[config.mk]
export PLATFORM = sky130hd
export DESIGN_NAME = pti_ctrl
export DESIGN_NICKNAME = d
export VERILOG_FILES = /design/src/sv/pti_pkg.sv /design/src/sv/pti_ctrl.sv
export SDC_FILE = /design/constraint.sdc
export NUM_CORES = 1
export LEC_CHECK = 0
export BUFFER_PORTS_ARGS = -buffer_cell sky130_fd_sc_hd__buf_4
export CORE_AREA = 2 2 39 41
export DETAILED_ROUTE_END_ITERATION = 7
export DIE_AREA = 0 0 41 43
export GPL_TIMING_DRIVEN = 0
export PLACE_DENSITY = 0.58
export SLEW_MARGIN = 20
export SYNTH_ARGS = -nofsm -noshare
export SYNTH_HDL_FRONTEND = slang
export SYNTH_SLANG_ARGS = --single-unit
[constraint.sdc]
create_clock -name clk -period 1.9 [get_ports clk]
set_clock_uncertainty 0.1 [all_clocks]
set_input_delay 0.38 -clock clk [delete_from_list [all_inputs] [get_ports clk]]
set_output_delay 0.38 -clock clk [all_outputs]
set_load 0.05 [all_outputs]
[src/sv/pti_pkg.sv]
// Package for the phase-to-PWM interpolator: word types, register indexes,
// phase/voltage point tables. No dependencies.
`default_nettype none
package pti_pkg;
  localparam int TABLE_HELD = 54;
  localparam logic [23:0] PWM_SCALE_RESET = 24'd836147;
  localparam logic [12:0] VOLTAGE_LIMIT_RESET = 13'd4787;
  localparam logic [0:0] REG_PWM_SCALE = 1'b0;
  localparam logic [0:0] REG_VOLTAGE_LIMIT = 1'b1;
  localparam logic [1:0] CLAMP_NONE = 2'd0;
  localparam logic [1:0] CLAMP_LOW = 2'd1;
  localparam logic [1:0] CLAMP_HIGH = 2'd2;

  typedef struct packed {
    logic [15:0] duty_count;
    logic [12:0] voltage_q;
    logic [1:0]  table_clamp;
  } out_word_t;

  typedef struct packed {
    logic        load;
    logic        scan_step;
    logic        div_start;
    logic        finish;
  } pti_cmd_t;

  typedef struct packed {
    logic        scan_hit;
    logic        scan_end;
    logic        div_done;
    logic        direct;
  } pti_sts_t;

  function automatic logic signed [15:0] phase_pt(input logic [5:0] i);
    logic signed [15:0] p;
    case (i)
      6'd0: p = -16'sd21055;  6'd1: p = -16'sd20755;  6'd2: p = -16'sd20650;
      6'd3: p = -16'sd20308;  6'd4: p = -16'sd20093;  6'd5: p = -16'sd19720;
      6'd6: p = -16'sd19231;  6'd7: p = -16'sd18279;  6'd8: p = -16'sd16098;
      6'd9: p = -16'sd15944;  6'd10: p = -16'sd15432; 6'd11: p = -16'sd14044;
      6'd12: p = -16'sd12954; 6'd13: p = -16'sd10200; 6'd14: p = -16'sd7385;
      6'd15: p = -16'sd454;   6'd16: p = 16'sd5868;   6'd17: p = 16'sd7247;
      6'd18: p = 16'sd10837;  6'd19: p = 16'sd12569;  6'd20: p = 16'sd14164;
      6'd21: p = 16'sd15140;  6'd22: p = 16'sd16465;  6'd23: p = 16'sd16880;
      6'd24: p = 16'sd17581;  6'd25: p = 16'sd17784;  6'd26: p = 16'sd18471;
      6'd27: p = 16'sd18748;  6'd28: p = 16'sd19061;  6'd29: p = 16'sd19189;
      6'd30: p = 16'sd19444;  6'd31: p = 16'sd19536;  6'd32: p = 16'sd19728;
      6'd33: p = 16'sd19807;  6'd34: p = 16'sd19993;  6'd35: p = 16'sd20030;
      6'd36: p = 16'sd20173;  6'd37: p = 16'sd20226;  6'd38: p = 16'sd20332;
      6'd39: p = 16'sd20419;  6'd40: p = 16'sd20446;  6'd41: p = 16'sd20615;
      6'd42: p = 16'sd20639;  6'd43: p = 16'sd20744;  6'd44: p = 16'sd20787;
      6'd45: p = 16'sd20820;  6'd46: p = 16'sd20908;  6'd47: p = 16'sd20930;
      6'd48: p = 16'sd20995;  6'd49: p = 16'sd21027;  6'd50: p = 16'sd21005;
      6'd51: p = 16'sd21034;  6'd52: p = 16'sd21040;  6'd53: p = 16'sd21055;
      default: p = 16'sd21055;
    endcase
    return p;
  endfunction

  function automatic logic [12:0] volt_pt(input logic [5:0] i);
    logic [12:0] v;
    case (i)
      6'd0: v = 13'd0;     6'd1: v = 13'd256;   6'd2: v = 13'd512;
      6'd3: v = 13'd768;   6'd4: v = 13'd1024;  6'd5: v = 13'd1280;
      6'd6: v = 13'd1536;  6'd7: v = 13'd1792;  6'd8: v = 13'd2048;
      6'd9: v = 13'd2074;  6'd10: v = 13'd2099; 6'd11: v = 13'd2176;
      6'd12: v = 13'd2227; 6'd13: v = 13'd2304; 6'd14: v = 13'd2355;
      6'd15: v = 13'd2432; 6'd16: v = 13'd2483; 6'd17: v = 13'd2509;
      6'd18: v = 13'd2560; 6'd19: v = 13'd2611; 6'd20: v = 13'd2688;
      6'd21: v = 13'd2739; 6'd22: v = 13'd2816; 6'd23: v = 13'd2867;
      6'd24: v = 13'd2944; 6'd25: v = 13'd2995; 6'd26: v = 13'd3072;
      6'd27: v = 13'd3123; 6'd28: v = 13'd3200; 6'd29: v = 13'd3251;
      6'd30: v = 13'd3328; 6'd31: v = 13'd3379; 6'd32: v = 13'd3456;
      6'd33: v = 13'd3507; 6'd34: v = 13'd3584; 6'd35: v = 13'd3635;
      6'd36: v = 13'd3712; 6'd37: v = 13'd3763; 6'd38: v = 13'd3840;
      6'd39: v = 13'd3891; 6'd40: v = 13'd3968; 6'd41: v = 13'd4019;
      6'd42: v = 13'd4096; 6'd43: v = 13'd4147; 6'd44: v = 13'd4224;
      6'd45: v = 13'd4275; 6'd46: v = 13'd4352; 6'd47: v = 13'd4403;
      6'd48: v = 13'd4480; 6'd49: v = 13'd4531; 6'd50: v = 13'd4608;
      6'd51: v = 13'd4659; 6'd52: v = 13'd4736; 6'd53: v = 13'd4787;
      default: v = 13'd4787;
    endcase
    return v;
  endfunction
endpackage
`default_nettype wire

[src/sv/pti_ctrl.sv]
// Controller: handshakes and sequencing of scan, divide and finish.
// Depends on pti_pkg.
`default_nettype none
module pti_ctrl
  import pti_pkg::*;
(
  input  wire logic clk,
  input  wire logic rst_n,
  input  wire logic in_valid,
  output logic      in_ready,
  output logic      out_valid,
  input  wire logic out_ready,
  input  pti_sts_t  sts,
  output pti_cmd_t  cmd
);
  typedef enum logic [5:0] {
    S_IDLE = 6'b000001, S_CHECK = 6'b000010, S_SCAN = 6'b000100,
    S_DIV = 6'b001000, S_FIN = 6'b010000, S_OUT = 6'b100000
  } state_t;
  state_t st_r, st_nxt;
  logic   ov_r, ov_nxt;

  always_comb begin
    st_nxt = st_r;
    ov_nxt = ov_r;
    cmd = '0;
    in_ready = (st_r == S_IDLE);
    if (ov_r && out_ready) ov_nxt = 1'b0;
    case (st_r)
      S_IDLE: if (in_valid) begin
        cmd.load = 1'b1;
        st_nxt = S_CHECK;
      end
      S_CHECK: begin
        st_nxt = S_SCAN;
      end
      S_SCAN: begin
        if (sts.direct && !sts.scan_hit) begin
          if (sts.scan_end || sts.direct && !sts.scan_hit && 1'b0) st_nxt = S_FIN;
          else cmd.scan_step = 1'b1;
        end else if (sts.direct) begin
          cmd.scan_step = sts.scan_hit;
          st_nxt = S_FIN;
        end else begin
          cmd.div_start = 1'b1;
          st_nxt = S_DIV;
        end
      end
      S_DIV: if (sts.div_done) st_nxt = S_FIN;
      S_FIN: if (!ov_r || out_ready) begin
        cmd.finish = 1'b1;
        ov_nxt = 1'b1;
        st_nxt = S_IDLE;
      end
      S_OUT: st_nxt = S_IDLE;
      default: st_nxt = S_IDLE;
    endcase
  end
  assign out_valid = ov_r;

  always_ff @(posedge clk) begin
    if (!rst_n) begin
      st_r <= S_IDLE;
      ov_r <= 1'b0;
    end else begin
      st_r <= st_nxt;
      ov_r <= ov_nxt;
    end
  end
endmodule
`default_nettype wire

After elaboration in Yosys (flattened, before gate mapping)
Cells that the tools add are included.
W data, S select, Z words.
{"block": "word_totals", "regBits": 7, "word_cells": 37}
{"block": "classes", "n_eq_ne": 9, "n_mux": 20, "reduce_logical": 6}
{"cell": "$mux W6", "count": 5}
{"cell": "$pmux W6 S5", "count": 1}
{"cell": "$mux W1", "count": 12}
{"cell": "$eq A6 B1 Y1 const B", "count": 1}
{"cell": "$eq A6 B2 Y1 const B", "count": 1}
{"cell": "$eq A6 B3 Y1 const B", "count": 1}
{"cell": "$eq A6 B4 Y1 const B", "count": 1}
{"cell": "$eq A6 B5 Y1 const B", "count": 1}
{"cell": "$ne A2 B2 Y1 const B", "count": 3}
{"cell": "$mux W5", "count": 1}
{"cell": "$reduce_and A4 Y1", "count": 1}
{"cell": "$ne A3 B3 Y1 const B", "count": 1}
{"cell": "$logic_and A1 B1 Y1", "count": 2}
{"cell": "$logic_not A1 Y1", "count": 2}
{"cell": "$mux W2", "count": 1}
{"cell": "$logic_or A1 B1 Y1", "count": 1}

Logic depth before layout (Yosys ltp)
Gate-level depths: netlist of the first run.
{"block": "logic_depth", "ltp_word": 4, "depth_mapped": 4}

Worst setup path after synthesis of the first run
No wires, ideal clock.
{"block": "synth_timing", "kind": "register to output", "startpoint": "reg st_r[0]", "endpoint": "out cmd[1] (netlist bit)", "t_arrival_ns": 2.428, "required_time_ns": 1.420, "slack_ns": -1.008, "path_stages_with_launch": 3, "n_path_buf": 0, "cell_sequence": "dfxtp_1 or3_4 nor4b_1"}
{"element": "from (decl)", "line": "pti_ctrl.sv:20", "rtl": "state_t st_r, st_nxt;"}
{"element": "from (signal assigned)", "line": "pti_ctrl.sv:66", "rtl": "st_r <= st_nxt;"}
{"element": "to (decl)", "line": "pti_ctrl.sv:14", "rtl": "output pti_cmd_t cmd"}

==> flow_summary.ini, run 1 <==
[worst_setup_path]
r2r_end = st_r[0]
cp.required_ns = 1.42
rr_worst_depth = 5
worst_ep_arrival_time_ns = 1.46
r2r_start = st_r[1]
reg2reg_slack_ns = 0.17
path_class = reg2out
cp-end-kind = output port
critPathLaunchType = flip-flop
cp_max_fo = 4

[global_route]
grt_usage_pct = 11.7
grt_max_degree = 8
grt_pass1_vias = 342
grt_pass1_wl_um = 1360
grt.overflow.total = 0
antenna_found_initial = 0

[synthesis]
yosysSeqAreaShare_pct = 34.4
syn_area_um2 = 349
synth_cells = 43
syn_area_per_cell_um2 = 8.12
synth_top_family_by_area = simple AND/OR/NAND/NOR gates
yosys-top-cells-area = dfxtp_1 (34%), nor2_1 (7.5%), nor2b_1 (5.4%)
synth_xor_area_share_pct = 2.51
yosys.area_share.simple_pct = 51.6
syn_nets = 51
synthArstFlopShare_pct = 0
synth_top_cell_by_area = dfxtp_1
yosysWarnings = 0
synth_adder_area_share_pct = 0
synth_top_area_share_pct = 34.4
synthMuxAreaShare_pct = 0
ys_ff_latch = 6
yosysMostFrequentCell = nor2_1
ys_top_cells_by_count = nor2_1 (7), dfxtp_1 (6), nand2_1 (3), nor2b_1 (3)
yosysUniqueCellTypes = 24
synth_edf_count = 0
synthFlopType = dfxtp_1
synth_compound_area_share_pct = 10.4

[timing]
hold_violations = 0
timing.fmax_mhz = 516
rsz0062_at_grt = yes
timing.setup.tns_ns = -0.0376
hold_slack_ns = 0.238
tightest_slew_ns = 0.267
slew_violations = 0
max-slew-margin-rel_pct = 81.9
setup_ws_ns = -0.0376
period_share_pct = 102
finalSetupViolations = 1
fin_crit_ns = 1.94

[floorplanning]
core_mm2 = 0.00138
die_w_um = 41
initial_core_util_pct = 25.2
die-area_mm2 = 0.00176
boundaryPins = 14
die_h_um = 43
rows = 14

[job]
drv_cap = 0

[finish]
syn2layout_area_growth_pct = 61.3
n_antenna_cell = 0
nets = 72
layout-drive-gt1-share_pct = 51.6
n_fill_cell = 134
postLayoutCoreUtil_pct = 40.7
final_area_um2 = 563

[clock_network]
clk_latency_ns = 0.26
cts.sinks = 6
cts_tree = built
clkTransAtPathRegs_ns = 0.05
cts_made_buffers = 3
cts_hold_buf = 0
cts_max_path_buffers = 2
cts-root-buf = clkbuf_4
cts_max_level = 1

[detailed_routing]
routed.top_layer = met4
wl_um = 870
m1WireLength_um = 370
wire_per_inst_um = 11.2
num_vias = 397
drc = 0
ant_nets = 0
vias_per_cell = 5.09
dr.pass1.iters = 4
drt_iter0_markers = 9
wl_met2_um = 396
wl_met3_um = 66

[worst_hold_path]
min_to = st_r[0]
min_path_type = in2reg
min_path_cells = 2
worstHoldStart = rst_n

[run_status]
violations = negative setup slack
status = complete, but fails checks

[power_and_ir_drop]
power.density_mw_per_mm2 = 840
vdd_drop_max_uv = 287
p_leak_nw = 0.222

[placed_design]
dp_hpwl_um = 641
dp_slack_ns = 0.152
place_area_um2 = 495
globalplace.congestion = 0.741
io_buffers = 13
metal layers:
metal,up-vias,track usage (%)
met5,-,0
met4,0,12.0
met3,5,1.57
met2,15,15.0
met1,181,15.2
li1,196,-
placed cells by master, fill, tap and decap left out:
| cell | n |
|---|---|
| and2_2 | 1 |
| buf_6 | 2 |
| or3_4 | 1 |
| nor4b_4 | 1 |
| or3_1 | 1 |
| nand4_2 | 1 |
| dfxtp_2 | 3 |
| nor3b_1 | 1 |
| nor2_2 | 1 |
| a21oi_1 | 2 |
| and3b_2 | 1 |
| nor3_4 | 1 |
| o21ai_0 | 1 |
| o22ai_1 | 1 |
| nor4b_1 | 1 |
| nor2_1 | 6 |
| nand2b_1 | 1 |
| nand2_1 | 3 |
| o311ai_1 | 1 |
| dfxtp_4 | 1 |
| or4_4 | 1 |
| xor2_1 | 1 |
| inv_1 | 1 |
| nor3_2 | 1 |
| nor2b_1 | 3 |
| nand3_1 | 1 |
| clkbuf_4 | 3 |
| a31oi_1 | 1 |
| dfxtp_1 | 2 |
| buf_4 | 14 |
| nand3b_1 | 2 |
| nand4_1 | 1 |
final cells by class:
type / count / area (um^2) / share of cell area, %
Clock buffer: 3 / 22.5 / 4.00
Inverter: 1 / 3.75 / 0.667
Multi-Input combinational cell: 36 / 262 / 46.4
Sequential cell: 6 / 128 / 22.7
Tap cell: 16 / 20.0 / 3.56
Timing Repair Buffer: 16 / 128 / 22.7
registers in the layout (all words and copies together), names as in the netlist:
register	cells
st_r	5
out_valid	1
metrics by stage:
stage	std cells	total power, mW
3_5_place_dp	72	0.323
5_1_grt	78	0.493
3_3_place_gp	72	0.322
2_1_floorplan	43	0.276
6_report	78	0.473
4_1_cts	78	0.474
worst max-delay path by stage:
stage	start	depth (start not counted)	to	slack, ns
global route	st_r[1]	3	cmd[1]	-0.07
CTS	st_r[1]	3	cmd[1]	-0.04
floorplan	st_r[0]	2	cmd[1]	0.03
detailed placement	st_r[3]	4	cmd[3]	0.15
global placement	st_r[3]	4	cmd[3]	0.15
finish	st_r[1]	3	cmd[1]	-0.04
logic make-up (layout without fill, tap and decap cells):
family                 after synthesis  after routing
AO/OA/AOI/OAI                        6              6
XOR/XNOR                             1              1
buffers and inverters                1             20
flip-flops                           6              6
AND/OR/NAND/NOR                     29             29
critical path, cell delays in order (launching register included):
cell,delay [ns]
dfxtp_4,0.33
or3_4,0.41
nor4b_4,0.26
buf_6,0.20
timing repair:
item / in CTS / in global routing
gates cloned: 0 / 0
buffers inserted: 3 / 0
setup endpoints to repair: 3 / 4
pin swaps: 0 / 1
hold endpoints to repair: 0 / 0
resized for setup: 7 / 2
power breakdown:
group	internal, mW	total (mW)	switching, mW
sequential	0.141	0.149	0.00777
combinational	0.0853	0.199	0.114
clock	0.0719	0.125	0.0534
total	0.298	0.473	0.175
Power figures use the tool's default switching activity.
==> run 2: changes to the inputs <==
--- a/config.mk
+++ b/config.mk
@@ -11,7 +11,7 @@
 export DIE_AREA = 0 0 41 43
 export GPL_TIMING_DRIVEN = 0
 export PLACE_DENSITY = 0.58
-export SLEW_MARGIN = 20
+export SLEW_MARGIN = 5
 export SYNTH_ARGS = -nofsm -noshare
 export SYNTH_HDL_FRONTEND = slang
 export SYNTH_SLANG_ARGS = --single-unit
==> constraint.sdc (replaced) <==
create_clock -name clk -period 1.9 [get_ports clk]
set_clock_uncertainty 0.1 [all_clocks]
set_input_delay 0.475 -clock clk [delete_from_list [all_inputs] [get_ports clk]]
set_output_delay 0.475 -clock clk [all_outputs]
set_load 0.05 [all_outputs]
==> run 2 against run 1 <==
The flow still finishes with violations (negative setup slack). Worst hold slack better by 0.12 ns. Die area did not move. Maximum frequency is 3.1% lower. Sequential power is essentially flat. First-iteration DRC count fell by 67%. Routed wire length up 9.2%. Core utilization increased by 3.2 points. Clock-buffer cell count stayed put. Final cell count increased by 6.4%. Power rose by 2.4%. Setup slack got worse by 0.062 ns. Non-clock buffer count rose by 5. Critical path type unchanged.
==> flow_summary.ini, run 2 (synthesis results as in run 1) <==
[worst_hold_path]
worstHoldStart = rst_n
min_path_type = in2reg
min_path_cells = 2

[detailed_routing]
num_vias = 419
wl_um = 950
ant_nets = 0
drc = 0
dr.pass1.iters = 4
vias_per_cell = 5.05
wire_per_inst_um = 11.4
drt_iter0_markers = 3

[global_route]
antenna_found_initial = 0
grt_pass1_vias = 346
grt.overflow.total = 0
grt.met1_usage_pct = 16.6
gr-usage-met3_pct = 3.14
grt.busiest_layer = met2
grt_pass1_wl_um = 1490
grt_max_degree = 8
grt_usage_pct = 12.7
use_met2_pct = 17.8

[power_and_ir_drop]
vdd_drop_max_uv = 446
power_mw = 0.484
power.density_mw_per_mm2 = 798
p_leak_nw = 0.246

[clock_network]
cts-root-buf = clkbuf_4
cts.sinks = 6
cts_max_path_buffers = 2
cts_made_buffers = 3
clk_latency_ns = 0.25
clkTransAtPathRegs_ns = 0.04
cts_hold_buf = 0
cts_max_level = 1
cts_tree = built

[placed_design]
io_buffers = 13
place_area_um2 = 498
dp_hpwl_um = 685
globalplace.congestion = 0.715

[worst_setup_path]
rr_worst_depth = 5
cp.required_ns = 1.32
r2r_start = st_r[1]
cp-endpoint = cmd[1]
cp-end-kind = output port
crit_start = st_r[1]
cp_max_fo = 3
r2r_end = st_r[0]
reg2reg_slack_ns = 0.07
worst_ep_arrival_time_ns = 1.42
critPathLaunchType = flip-flop
path_class = reg2out

[finish]
regMostFlops = st_r
final_area_um2 = 607
postLayoutCoreUtil_pct = 43.9
n_antenna_cell = 0
mostFrequentLayoutCells = buf_4 (18), nor2_1 (5)
layout-drive-gt1-share_pct = 56.7
n_fill_cell = 136
final_common_cell = buf_4
nets = 77
largest_reg_flops = 5
syn2layout_area_growth_pct = 73.8

[timing]
setup_ws_ns = -0.0999
tightest_slew_ns = 0.249
timing.fmax_mhz = 500
period_share_pct = 105
finalSetupViolations = 3
fin_crit_ns = 2.00
timing.setup.tns_ns = -0.231
max-slew-margin-rel_pct = 83.2
slew_violations = 0
rsz0062_at_grt = yes
hold_violations = 0

[floorplanning]
die_h_um = 43
initial_core_util_pct = 25.2
rows = 14
die-area_mm2 = 0.00176
boundaryPins = 14
die_w_um = 41
core_mm2 = 0.00138

[job]
drv_cap = 0

[run_status]
violations = negative setup slack
status = complete, but fails checks
run 2: cell count changes in the layout (fill, tap and decap cells not counted):
cell	previous run	this run
nor2_1	6	5
nor2_2	1	2
buf_6	2	3
buf_4	14	18
run 2: repair_timing:
action | in CTS | in global routing
gates cloned | 0 | 0
endpoints found under the setup margin | 4 | 5
pin swaps | 2 | 1
buffers inserted | 4 | 4
gates resized for setup | 7 | 3
run 2: cell type report:
class / instances / area, um^2 / area share, %
Clock buffer: 3 / 22.5 / 3.71
Inverter: 1 / 3.75 / 0.619
Multi-Input combinational cell: 36 / 264 / 43.5
Sequential cell: 6 / 128 / 21.0
Tap cell: 16 / 20.0 / 3.30
Timing Repair Buffer: 21 / 169 / 27.8
run 2: power by group:
| part | switching [mW] | leakage (nW) | internal [mW] | total, mW |
|---|---|---|---|---|
| registers | 0.00854 | 0.0503 | 0.141 | 0.150 |
| logic | 0.118 | 0.182 | 0.0974 | 0.215 |
| clock network | 0.0480 | 0.0138 | 0.0716 | 0.120 |
run 2: metrics by stage:
step	worst slack, ns	hold WS [ns]	instances
2_1_floorplan	-0.0654	0.415	43
3_3_place_gp	0.0585	0.459	72
3_5_place_dp	0.0388	0.456	72
4_1_cts	-0.135	0.351	79
5_1_grt	-0.135	0.354	83
6_report	-0.0999	0.355	83
run 2: worst min path at each step:
stage,to,slack (ns)
finish,st_r[0],0.36
global route,st_r[0],0.35
CTS,st_r[0],0.35
detailed placement,st_r[2],0.46
global placement,st_r[2],0.46
floorplan,st_r[2],0.42
run 2: critical path, cell delays in order (launching register included):
cell and delay (ns):
dfxtp_4 0.33, or3_4 0.39, nor4b_4 0.26, buf_6 0.20
run 2: layer usage:
metal	up-vias	wire (um)
li1	206	-
met1	199	438
met2	12	451
met3	2	47
met4	0	13
met5	-	0
